File: src/hdl/ise_pkg.sv
`timescale 1ns / 1ps
`default_nettype none
// ----------------------------------------------------------------------------
// ise_pkg
// shared sizes, op and status codes, and the command types passed from the
// front queue to the stack back end
// ----------------------------------------------------------------------------
package ise_pkg;

    localparam int DEPTH       = 32;
    localparam int MAX_RESULTS = 32;
    localparam int ADDR_W      = $clog2(DEPTH);
    localparam int CNT_W       = $clog2(DEPTH + 1);
    localparam int REM_W       = $clog2(MAX_RESULTS + 1);

    localparam logic [2:0] OP_PUSH = 3'd0;
    localparam logic [2:0] OP_DUMP = 3'd1;
    localparam logic [2:0] OP_POP  = 3'd2;
    localparam logic [2:0] OP_PEEK = 3'd3;
    localparam logic [2:0] OP_SWAP = 3'd4;

    localparam logic [2:0] ST_OK         = 3'd0;
    localparam logic [2:0] ST_POP_EMPTY  = 3'd1;
    localparam logic [2:0] ST_PEEK_EMPTY = 3'd2;
    localparam logic [2:0] ST_SWAP_SHORT = 3'd3;
    localparam logic [2:0] ST_OVERFLOW   = 3'd4;

    typedef enum logic [2:0] {
        K_PUSH,
        K_DUMP,
        K_POP,
        K_PEEK,
        K_SWAP
    } cmd_kind_t;

    typedef struct packed {
        cmd_kind_t          kind;
        logic signed [31:0] value;
    } cmd_t;

    typedef struct packed {
        logic             idle;
        logic [CNT_W-1:0] count;
    } back_stat_t;

endpackage

`default_nettype wire

File: src/hdl/integer_stack_engine_core.sv
`timescale 1ns / 1ps
`default_nettype none
// ----------------------------------------------------------------------------
// integer_stack_engine_core
// lifo stack of signed 32-bit entries with push, pop, peek, swap and dump
// ----------------------------------------------------------------------------
// input side: drive op and value with push; the item is taken on an edge where
// push is high and full is low. a two-entry command queue sits behind it, so
// full only rises while the stack side is busy. ops 5 to 7 are taken and dropped.
// result side: while empty is low the oldest result is on data, data_valid,
// status and last; pop takes it. one output register holds it, so a stalled
// receiver simply backs up into the command queue and then into full.
// push, pop and errors are carried out one item a cycle while the receiver
// keeps popping; during a peek, swap or dump the stack side takes no new
// command until it is done. swap writes its two entries in turn (single write
// port on the stack memory); a dump makes one memory read per emitted entry.
// reset clears the entry count, the sequencer state, the command queue and the
// output valid flag; the stack memory itself is not cleared and needs no
// clearing pass.
// ----------------------------------------------------------------------------
module integer_stack_engine_core (
    input  wire logic               clk,
    input  wire logic               rst_n,
    input  wire logic               push,
    output logic                    full,
    input  wire logic [2:0]         op,
    input  wire logic signed [31:0] value,
    output logic                    empty,
    input  wire logic               pop,
    output logic signed [31:0]      data,
    output logic                    data_valid,
    output logic [2:0]              status,
    output logic                    last
);

    ise_pkg::cmd_t       cmd;
    logic                cmd_valid;
    logic                cmd_take;
    ise_pkg::back_stat_t stat;

    ise_front u_front (
        .clk       (clk),
        .rst_n     (rst_n),
        .push      (push),
        .full      (full),
        .op        (op),
        .value     (value),
        .cmd       (cmd),
        .cmd_valid (cmd_valid),
        .cmd_take  (cmd_take)
    );

    ise_back u_back (
        .clk        (clk),
        .rst_n      (rst_n),
        .cmd        (cmd),
        .cmd_valid  (cmd_valid),
        .cmd_take   (cmd_take),
        .empty      (empty),
        .pop        (pop),
        .data       (data),
        .data_valid (data_valid),
        .status     (status),
        .last       (last),
        .stat       (stat)
    );

    a_count_bound: assert property (@(posedge clk) disable iff (!rst_n)
        int'(stat.count) <= ise_pkg::DEPTH)
        else $error("entry count beyond depth");

    a_count_step: assert property (@(posedge clk) disable iff (!rst_n)
        (stat.count > $past(stat.count)) |-> (stat.count == $past(stat.count) + 1'b1))
        else $error("entry count grew by more than one");

    a_entry_ok: assert property (@(posedge clk) disable iff (!rst_n)
        (!empty && data_valid) |-> (status == ise_pkg::ST_OK))
        else $error("entry result with error status");

    a_plain_last: assert property (@(posedge clk) disable iff (!rst_n)
        (!empty && !data_valid) |-> (last && data == 32'sd0))
        else $error("non-entry result not marked last or data not zero");

    a_busy_no_take: assert property (@(posedge clk) disable iff (!rst_n)
        !stat.idle |-> !cmd_take)
        else $error("command taken while sequencer busy");

endmodule

`default_nettype wire

File: src/hdl/ise_front.sv
`timescale 1ns / 1ps
`default_nettype none
// ----------------------------------------------------------------------------
// ise_front
// accepts input items, decodes the op and queues commands for the back end;
// items with an unknown op are accepted and dropped
// ----------------------------------------------------------------------------
module ise_front (
    input  wire logic               clk,
    input  wire logic               rst_n,
    input  wire logic               push,
    output logic                    full,
    input  wire logic [2:0]         op,
    input  wire logic signed [31:0] value,
    output ise_pkg::cmd_t           cmd,
    output logic                    cmd_valid,
    input  wire logic               cmd_take
);

    localparam int QD   = 2;
    localparam int QP_W = $clog2(QD);
    localparam int QC_W = $clog2(QD + 1);

    ise_pkg::cmd_t    q_mem [QD];
    logic [QP_W-1:0]  wr_ptr_reg, wr_ptr_next;
    logic [QP_W-1:0]  rd_ptr_reg, rd_ptr_next;
    logic [QC_W-1:0]  cnt_reg, cnt_next;

    ise_pkg::cmd_kind_t kind;
    logic               known;
    logic               enq;
    logic               deq;

    always_comb
    begin
        known = 1'b1;
        kind  = ise_pkg::K_PUSH;
        unique case (op)
            ise_pkg::OP_PUSH: kind = ise_pkg::K_PUSH;
            ise_pkg::OP_DUMP: kind = ise_pkg::K_DUMP;
            ise_pkg::OP_POP:  kind = ise_pkg::K_POP;
            ise_pkg::OP_PEEK: kind = ise_pkg::K_PEEK;
            ise_pkg::OP_SWAP: kind = ise_pkg::K_SWAP;
            default:          known = 1'b0;
        endcase
    end

    assign full      = (cnt_reg == QC_W'(QD));
    assign cmd_valid = (cnt_reg != '0);
    assign cmd       = q_mem[rd_ptr_reg];
    assign enq       = push && !full && known;
    assign deq       = cmd_take && cmd_valid;

    always_comb
    begin
        wr_ptr_next = wr_ptr_reg;
        rd_ptr_next = rd_ptr_reg;
        cnt_next    = cnt_reg;
        if (enq)
        begin
            wr_ptr_next = (wr_ptr_reg == QP_W'(QD - 1)) ? '0 : wr_ptr_reg + 1'b1;
        end
        if (deq)
        begin
            rd_ptr_next = (rd_ptr_reg == QP_W'(QD - 1)) ? '0 : rd_ptr_reg + 1'b1;
        end
        if (enq && !deq)
        begin
            cnt_next = cnt_reg + 1'b1;
        end
        else if (deq && !enq)
        begin
            cnt_next = cnt_reg - 1'b1;
        end
    end

    always_ff @(posedge clk or negedge rst_n)
    begin
        if (!rst_n)
        begin
            wr_ptr_reg <= '0;
            rd_ptr_reg <= '0;
            cnt_reg    <= '0;
        end
        else
        begin
            wr_ptr_reg <= wr_ptr_next;
            rd_ptr_reg <= rd_ptr_next;
            cnt_reg    <= cnt_next;
        end
    end

    always_ff @(posedge clk)
    begin
        if (enq)
        begin
            q_mem[wr_ptr_reg].kind  <= kind;
            q_mem[wr_ptr_reg].value <= value;
        end
    end

endmodule

`default_nettype wire

File: src/hdl/ise_back.sv
`timescale 1ns / 1ps
`default_nettype none
// ----------------------------------------------------------------------------
// ise_back
// stack memory, entry count and sequencer that carries out queued commands
// and loads results into the output register
// ----------------------------------------------------------------------------
module ise_back (
    input  wire logic               clk,
    input  wire logic               rst_n,
    input  wire ise_pkg::cmd_t      cmd,
    input  wire logic               cmd_valid,
    output logic                    cmd_take,
    output logic                    empty,
    input  wire logic               pop,
    output logic signed [31:0]      data,
    output logic                    data_valid,
    output logic [2:0]              status,
    output logic                    last,
    output ise_pkg::back_stat_t     stat
);

    typedef enum logic [3:0] {
        S_IDLE  = 4'b0001,
        S_READ  = 4'b0010,
        S_SWAP1 = 4'b0100,
        S_SWAP2 = 4'b1000
    } state_t;

    state_t state_reg, state_next;

    logic [31:0] mem [ise_pkg::DEPTH];
    logic [31:0] rd_a_reg;
    logic [31:0] rd_b_reg;

    logic [ise_pkg::CNT_W-1:0]  count_reg, count_next;
    logic [ise_pkg::ADDR_W-1:0] idx_reg, idx_next;
    logic [ise_pkg::REM_W-1:0]  rem_reg, rem_next;

    logic                       out_valid_reg;
    logic signed [31:0]         out_data_reg;
    logic                       out_dv_reg;
    logic [2:0]                 out_status_reg;
    logic                       out_last_reg;

    logic                       load;
    logic signed [31:0]         ld_data;
    logic                       ld_dv;
    logic [2:0]                 ld_status;
    logic                       ld_last;

    logic                       rd_en;
    logic [ise_pkg::ADDR_W-1:0] rd_a_addr;
    logic [ise_pkg::ADDR_W-1:0] rd_b_addr;
    logic                       wr_en;
    logic [ise_pkg::ADDR_W-1:0] wr_addr;
    logic [31:0]                wr_data;

    logic                       out_free;
    logic [ise_pkg::CNT_W-1:0]  cnt_m1;
    logic [ise_pkg::CNT_W-1:0]  cnt_m2;
    logic [ise_pkg::ADDR_W-1:0] top_addr;
    logic [ise_pkg::ADDR_W-1:0] below_addr;
    logic                       is_empty;
    logic                       is_full;
    logic                       is_short;
    logic [ise_pkg::REM_W-1:0]  dump_cnt;

    assign out_free   = !out_valid_reg || pop;
    assign cnt_m1     = count_reg - 1'b1;
    assign cnt_m2     = count_reg - 2'd2;
    assign top_addr   = cnt_m1[ise_pkg::ADDR_W-1:0];
    assign below_addr = cnt_m2[ise_pkg::ADDR_W-1:0];
    assign is_empty   = (count_reg == '0);
    assign is_full    = (count_reg == ise_pkg::CNT_W'(ise_pkg::DEPTH));
    assign is_short   = (count_reg < ise_pkg::CNT_W'(2));
    assign dump_cnt   = (int'(count_reg) > ise_pkg::MAX_RESULTS)
                      ? ise_pkg::REM_W'(ise_pkg::MAX_RESULTS)
                      : ise_pkg::REM_W'(count_reg);

    always_comb
    begin
        state_next = state_reg;
        count_next = count_reg;
        idx_next   = idx_reg;
        rem_next   = rem_reg;
        cmd_take   = 1'b0;
        load       = 1'b0;
        ld_data    = '0;
        ld_dv      = 1'b0;
        ld_status  = ise_pkg::ST_OK;
        ld_last    = 1'b1;
        rd_en      = 1'b0;
        rd_a_addr  = top_addr;
        rd_b_addr  = below_addr;
        wr_en      = 1'b0;
        wr_addr    = top_addr;
        wr_data    = cmd.value;

        unique case (state_reg)
            S_IDLE:
            begin
                if (cmd_valid)
                begin
                    unique case (cmd.kind)
                        ise_pkg::K_PUSH:
                        begin
                            if (out_free)
                            begin
                                cmd_take = 1'b1;
                                load     = 1'b1;
                                if (is_full)
                                begin
                                    ld_status = ise_pkg::ST_OVERFLOW;
                                end
                                else
                                begin
                                    wr_en      = 1'b1;
                                    wr_addr    = count_reg[ise_pkg::ADDR_W-1:0];
                                    count_next = count_reg + 1'b1;
                                end
                            end
                        end
                        ise_pkg::K_POP:
                        begin
                            if (out_free)
                            begin
                                cmd_take = 1'b1;
                                load     = 1'b1;
                                if (is_empty)
                                begin
                                    ld_status = ise_pkg::ST_POP_EMPTY;
                                end
                                else
                                begin
                                    count_next = cnt_m1;
                                end
                            end
                        end
                        ise_pkg::K_PEEK:
                        begin
                            if (is_empty)
                            begin
                                if (out_free)
                                begin
                                    cmd_take  = 1'b1;
                                    load      = 1'b1;
                                    ld_status = ise_pkg::ST_PEEK_EMPTY;
                                end
                            end
                            else
                            begin
                                // a peek is a dump of one entry
                                cmd_take   = 1'b1;
                                rd_en      = 1'b1;
                                idx_next   = top_addr;
                                rem_next   = ise_pkg::REM_W'(1);
                                state_next = S_READ;
                            end
                        end
                        ise_pkg::K_DUMP:
                        begin
                            cmd_take = 1'b1;
                            if (!is_empty)
                            begin
                                rd_en      = 1'b1;
                                idx_next   = top_addr;
                                rem_next   = dump_cnt;
                                state_next = S_READ;
                            end
                        end
                        ise_pkg::K_SWAP:
                        begin
                            if (is_short)
                            begin
                                if (out_free)
                                begin
                                    cmd_take  = 1'b1;
                                    load      = 1'b1;
                                    ld_status = ise_pkg::ST_SWAP_SHORT;
                                end
                            end
                            else
                            begin
                                cmd_take   = 1'b1;
                                rd_en      = 1'b1;
                                state_next = S_SWAP1;
                            end
                        end
                        default:
                        begin
                            cmd_take = 1'b1;
                        end
                    endcase
                end
            end
            S_READ:
            begin
                // read data waits in rd_a_reg until the output register frees
                if (out_free)
                begin
                    load    = 1'b1;
                    ld_data = rd_a_reg;
                    ld_dv   = 1'b1;
                    ld_last = (rem_reg == ise_pkg::REM_W'(1));
                    if (rem_reg == ise_pkg::REM_W'(1))
                    begin
                        state_next = S_IDLE;
                    end
                    else
                    begin
                        rd_en     = 1'b1;
                        rd_a_addr = idx_reg - 1'b1;
                        idx_next  = idx_reg - 1'b1;
                        rem_next  = rem_reg - 1'b1;
                    end
                end
            end
            S_SWAP1:
            begin
                wr_en      = 1'b1;
                wr_addr    = top_addr;
                wr_data    = rd_b_reg;
                state_next = S_SWAP2;
            end
            S_SWAP2:
            begin
                if (out_free)
                begin
                    wr_en      = 1'b1;
                    wr_addr    = below_addr;
                    wr_data    = rd_a_reg;
                    load       = 1'b1;
                    state_next = S_IDLE;
                end
            end
            default:
            begin
                state_next = S_IDLE;
            end
        endcase
    end

    always_ff @(posedge clk or negedge rst_n)
    begin
        if (!rst_n)
        begin
            state_reg     <= S_IDLE;
            count_reg     <= '0;
            out_valid_reg <= 1'b0;
        end
        else
        begin
            state_reg <= state_next;
            count_reg <= count_next;
            if (load)
            begin
                out_valid_reg <= 1'b1;
            end
            else if (pop)
            begin
                out_valid_reg <= 1'b0;
            end
        end
    end

    always_ff @(posedge clk)
    begin
        idx_reg <= idx_next;
        rem_reg <= rem_next;
        if (load)
        begin
            out_data_reg   <= ld_data;
            out_dv_reg     <= ld_dv;
            out_status_reg <= ld_status;
            out_last_reg   <= ld_last;
        end
    end

    always_ff @(posedge clk)
    begin
        if (wr_en)
        begin
            mem[wr_addr] <= wr_data;
        end
        if (rd_en)
        begin
            rd_a_reg <= mem[rd_a_addr];
            rd_b_reg <= mem[rd_b_addr];
        end
    end

    assign empty      = !out_valid_reg;
    assign data       = out_data_reg;
    assign data_valid = out_dv_reg;
    assign status     = out_status_reg;
    assign last       = out_last_reg;
    assign stat.idle  = (state_reg == S_IDLE);
    assign stat.count = count_reg;

endmodule

`default_nettype wire
File: config.mk
export PLATFORM = sky130hd
export DESIGN_NAME = integer_stack_engine_core
export DESIGN_NICKNAME = d
export VERILOG_FILES = /design/src/hdl/ise_pkg.sv /design/src/hdl/integer_stack_engine_core.sv /design/src/hdl/ise_front.sv /design/src/hdl/ise_back.sv
export SDC_FILE = /design/constraint.sdc
export NUM_CORES = 2
export LEC_CHECK = 0
export BUFFER_PORTS_ARGS = -buffer_cell sky130_fd_sc_hd__buf_2
export CORE_MARGIN = 5
export CORE_UTILIZATION = 42
export CTS_BUF_LIST = sky130_fd_sc_hd__clkbuf_8
export CTS_CLUSTER_SIZE = 16
export DETAILED_ROUTE_END_ITERATION = 6
export GPL_TIMING_DRIVEN = 0
export PLACE_DENSITY = 0.63
export REMOVE_ABC_BUFFERS = 1
export SYNTH_ARGS = -nofsm -noshare
export SYNTH_HDL_FRONTEND = slang
export SYNTH_SLANG_ARGS = --single-unit
File: constraint.sdc
create_clock -name clk -period 5.8 [get_ports clk]
set_input_delay 0.29 -clock clk [delete_from_list [all_inputs] [get_ports clk]]
set_output_delay 0.29 -clock clk [all_outputs]
set_load 0.005 [all_outputs]
## Yosys cells after proc, flatten, opt, wreduce, memory -nomap -nowiden

Memories as Yosys holds them, arrays and structs flattened. A register that Yosys moved wholly into a read port is not among the register bits.
Index checks and enable logic that the tools add are counted.
W data, S select, Z words.

- $add $sub $neg: 9
- Reductions and logical operators: 28
- Magnitude comparators: 2
- Mux-type cells: 82
- Eq/ne operators: 32

Operators by type and width:

| cell | number |
|---|---|
| $mux W5 | 13 |
| $pmux W32 S2 | 1 |
| $mux W6 | 10 |
| $pmux W6 S2 | 3 |
| $mux W32 | 1 |
| $mux W1 | 27 |
| $mux W4 | 6 |
| $pmux W3 S4 | 2 |
| $reduce_and A7 Y1 | 3 |
| $pmux W5 S2 | 2 |
| $pmux W4 S4 | 1 |
| $mux W3 | 5 |
| $eq A3 B2 Y1 const B | 4 |
| $ne A2 B1 Y1 const B | 6 |
| $ne A3 B3 Y1 const B | 4 |
| $sub A6 B1 Y6 const B | 2 |
| $ne A2 B2 Y1 const B | 5 |
| $reduce_bool A2 Y1 | 5 |
| $pmux W1 S3 | 3 |
| $mux W2 | 4 |
| $pmux W4 S2 | 1 |
| $add A6 B1 Y6 const B | 1 |
| $eq A3 B1 Y1 const B | 2 |
| $eq A3 B3 Y1 const B | 2 |
| other kinds (26) | 40 |

- Logic and storage cells: 167
- Memories kept: 2
- RAM bits: 1,094
- Register bits after elaboration: 63
- Output and inout port bits: 39
- Bits of input ports: 39

Memories:

| memory | depth | bits a word | read ports | clocked after Yosys merged registers in | wr ports | line | source |
|---|---|---|---|---|---|---|---|
| u_back.mem | 32 | 32 | 2 | 2 | 1 | ise_back.sv:32 | `logic [31:0] mem [ise_pkg::DEPTH];` |
| u_front.q_mem | 2 | 35 | 1 | 0 | 1 | ise_front.sv:24 | `ise_pkg::cmd_t q_mem [QD];` |

## Depth between registers and ports, before layout

- Depth after elaboration: 11
- Mapped depth: 14
- Mapped depth without buffers: 11

## By module

A second synthesis with hierarchy kept.

- Cell total of the unflattened synthesis: 3,619
- Area total of the unflattened synthesis: 55,843.6 sq um

Modules (own cells, without submodules):

| module | area an instance (sq um) | seq. area each (sq um) | cells an instance | instances |
|---|---|---|---|---|
| ise_back | 52,925.8 | 34,389.2 | 3,487 | 1 |
| ise_front | 2,917.8 | 2,202.1 | 132 | 1 |

## Worst setup path after synthesis

No wires, ideal clock.

- Path type: register -> register
- Start point: register u_back.count_reg[1] in the netlist's numbering
- End point: memory u_back.mem[11][0], enable pin
- Arrival time: 4.294 ns
- Required time: 5.379 ns
- Setup time: 0.421 ns
- Setup slack: 1.085 ns
- Cell stages (with the launch flop): 12
- Buffers on the path: 3
- Period minus slack after synthesis: 4.715 ns
- Cell sequence: dfrtp_1 > clkbuf_1 > clkbuf_1 > inv_1 > ha_1 > or4b_2 > or2_2 > mux2_2 > o221a_2 > nand2b_1 > clkbuf_1 > nor2_1

- Longest elaborated chain between the ends: 8
- Elaborated cells between the ends (all ways): 16
- Those cells by class: add/sub (2); eq/ne (1); mux (13)

RTL lines:

| element | line | source |
|---|---|---|
| start, declared | ise_back.sv:36 | `logic [ise_pkg::CNT_W-1:0] count_reg, count_next;` |
| start signal, assigned | ise_back.sv:255 | `count_reg <= count_next;` |
| branches (longest 8 deep; another with $sub A6 B1 Y6) | -- |  |
| end, declared | ise_back.sv:32 |  |

Several ways; the timed one is not identified.

## Final worst setup path

- Start point: register u_back.count_reg[1] in the netlist's numbering
- End point: memory u_back.mem[3][9], enable pin

Same word-level chain as after synthesis.

==> metrics.yaml <==
cts_buffers: 195
crit_fanout: 45
cap_violations: 0
gp_congestion: 0.7694
regToRegSetupSlack_ns: 0.45
io_pins: 78
post_synth_instance_area_mm2: 0.05536
yosysMostFrequentCell: "edfxtp_1"
hold_buffers: 42
slew_violations: 0
largestRegisters: "u_back.mem (1024), u_front.q_mem (70)"
cp_data_required_time_ns: 6.38
max_freq_mhz: 187.0
vias: 37450
area.growth.synth_to_final_pct: 17.28
clkLatencyLatePin_ns: 0.89
first_pass_iters: 6
synth_cells: 3702
top_register: "u_back.mem"
synth_top_area_cell: "edfxtp_1"
fp.dieH_um: 373.1
clock_path_buffers: 3
synth_warnings: 0
fin_crit_ns: 5.348
antenna_found_initial: 4
tritoncts: "done"
grt_max_degree: 88
cts_resized: 0
first_iter_violations: 5879
reg2reg_depth: 11
synth.ff_latch_count: 1221
hold_path_class: "primary input to flop"
grt_first_pass_wirelength_um: 253000
rsz0062_at_grt: "no"
stdcell_count: 5812
worst_slew_pin_slew_ns: 1.218
syn_area_per_cell_um2: 14.95
cp_data_arrival_time_ns: 5.92
powerDensity_mw_per_mm2: 572.5
synth_top_area_share: 0.6541
post_cts_buffers: 0
drc_errors: 0
io_buffers: 77
fin_setup_tns_ns: 0
core_mm2: 0.1313
cts_sinks: 1221
hp-start: "value[12]"
dp_cells: 5420
clkTransAtPathRegs_ns: 0.06
fin_crit_sh: 0.9221
synth_ff_type: "edfxtp_1"
seq_area_frac_synth: 0.6609
ys_top_cells_by_count: "edfxtp_1 (1206), nand2_1 (608), a21oi_1 (461)"
grt_overflow: 0
crit_type: "flop to flop"
hold_viol_final: 0
wirelength_um: 175800
synthTopCellsByArea: "edfxtp_1 (65%), mux4_2 (13%), a21oi_1 (4.2%), nand2_1 (4.1%), a22oi_1 (3.1%)"
reg2reg_to: "u_back.mem[3][9]"
fp.dieW_um: 373.1
grt_usage: 0.2470
status: "complete, no violations"
leakagePower_nw: 21.39
slew-limit-headroom: 0.1797
cts_max_level: 4
viasPerCell: 6.443
start_util: 0.4217
vdd_ir_drop_max_uv: 573.0
nNetsFinal: 3952
largest_reg_flops: 1024
skew_ns: 0.03357
fillers: 10870
start_kind: "flop"
std_cell_rows: 133
dp_hpwl_um: 109800
ant_nets: 0
first_global_vias: 36610
whs_path_depth: 2
layout-drive-gt1-share: 0.2364
yosysUniqueCellTypes: 49
hold_path_end: "u_front.q_mem[1][12]"
r2r-start: "u_back.count_reg[1]"
final-setup-viol-count: 0
post_drt_wl_per_cell_um: 30.24
dieArea_mm2: 0.1392
endpoint_kind: "flop"
root_buffer: "clkbuf_8"
async_reset_ff_frac: 0.01229
synth-edff-count: 1206
==> stage by stage <==
stage | area (um^2) | util | setup slack [ns] | hold slack (ns) | power, mW
after detailed placement | 61040 | 0.4649 | 0.5319 | 0.2237 | 30.19
after floorplan | 54070 | - | -21.91 | -0.005591 | 22.76
final | 64930 | 0.4945 | 0.4516 | 0.1246 | 37.17
after global placement | 56660 | 0.4315 | -53.36 | 0.2251 | 24.39
after CTS | 64930 | 0.4945 | 0.4823 | 0.03959 | 37.01
after global routing | 64930 | 0.4945 | 0.3471 | 0.07634 | 38.85
==> area by class of cell <==
class	count	area, um^2	area share
well taps	1755	2196	0.03382
flip-flops and latches	1221	36600	0.5637
repair buffers	306	4621	0.07116
multi-input cells	2168	17990	0.2771
diodes	1	2.502	0.00003854
clock inverters	152	759.5	0.01170
inverters	12	45.04	0.0006937
clock buffers	197	2711	0.04176
==> where the power goes <==
part / internal, mW / leakage [nW] / switching (mW)
Sequential: 11.6 / 11.0 / 0.415
Combinational: 7.51 / 8.37 / 10.9
Clock: 3.33 / 1.97 / 3.48
Total: 22.4 / 21.4 / 14.8
==> per-layer routing <==
metal | up-vias | routed length, um | part of all wire | global-route usage
li1 | 15300 | - | - | -
met1 | 18870 | 67980 | 0.39 | 0.3536
met5 | - | 0 | 0 | 0
met2 | 2812 | 77960 | 0.44 | 0.3659
met3 | 473 | 22890 | 0.13 | 0.06260
met4 | 0 | 6946 | 0.040 | 0.09451
==> logic make-up after synthesis <==
group | after synthesis | synth area share
xor+xnor | 24 | 0.003797
compound gates | 943 | 0.1042
simple gates | 791 | 0.05924
buf+inv | 313 | 0.02407
flops | 1221 | 0.6609
fa+ha+maj | 9 | 0.002034
mux | 401 | 0.1457
==> worst max-delay path by stage <==
stage	from	endpoint	slack (ns)	cells after the start
floorplan	u_back.count_reg[0]	u_back.rd_a_reg[0]	-21.91	5
global placement	u_back.count_reg[0]	u_back.rd_a_reg[4]	-53.36	5
detailed placement	u_back.count_reg[1]	u_back.mem[3][2]	0.53	11
CTS	u_back.count_reg[1]	u_back.mem[3][9]	0.48	11
global route	u_back.count_reg[1]	u_back.mem[3][9]	0.35	11
finish	u_back.count_reg[1]	u_back.mem[3][9]	0.45	11
==> critical path, stage by stage, from the launching register on <==
cell	delay, ns
dfrtp_4	0.73
buf_16	0.31
inv_1	0.26
ha_4	0.23
or4b_2	0.66
or2_2	0.34
mux2_2	0.28
o221a_2	0.30
nand2b_1	0.57
nor2_4	0.87
buf_16	0.26
buf_16	0.18
==> cells in the final DEF (no fill, tap or decap), drive strengths merged, types with 34 or more instances in the layout <==
cell,instances
a32oi,65
mux2,38
clkinv,81
and3,37
mux2i,43
mux4,320
o22ai,132
nor2,65
a21oi,462
o21ai,42
nand2,608
edfxtp,1206
nor4,34
buf,264
inv,72
clkbuf,197
dlygate4sd3,42
a22oi,225
No activity file was read; power rests on OpenSTA's default activity.
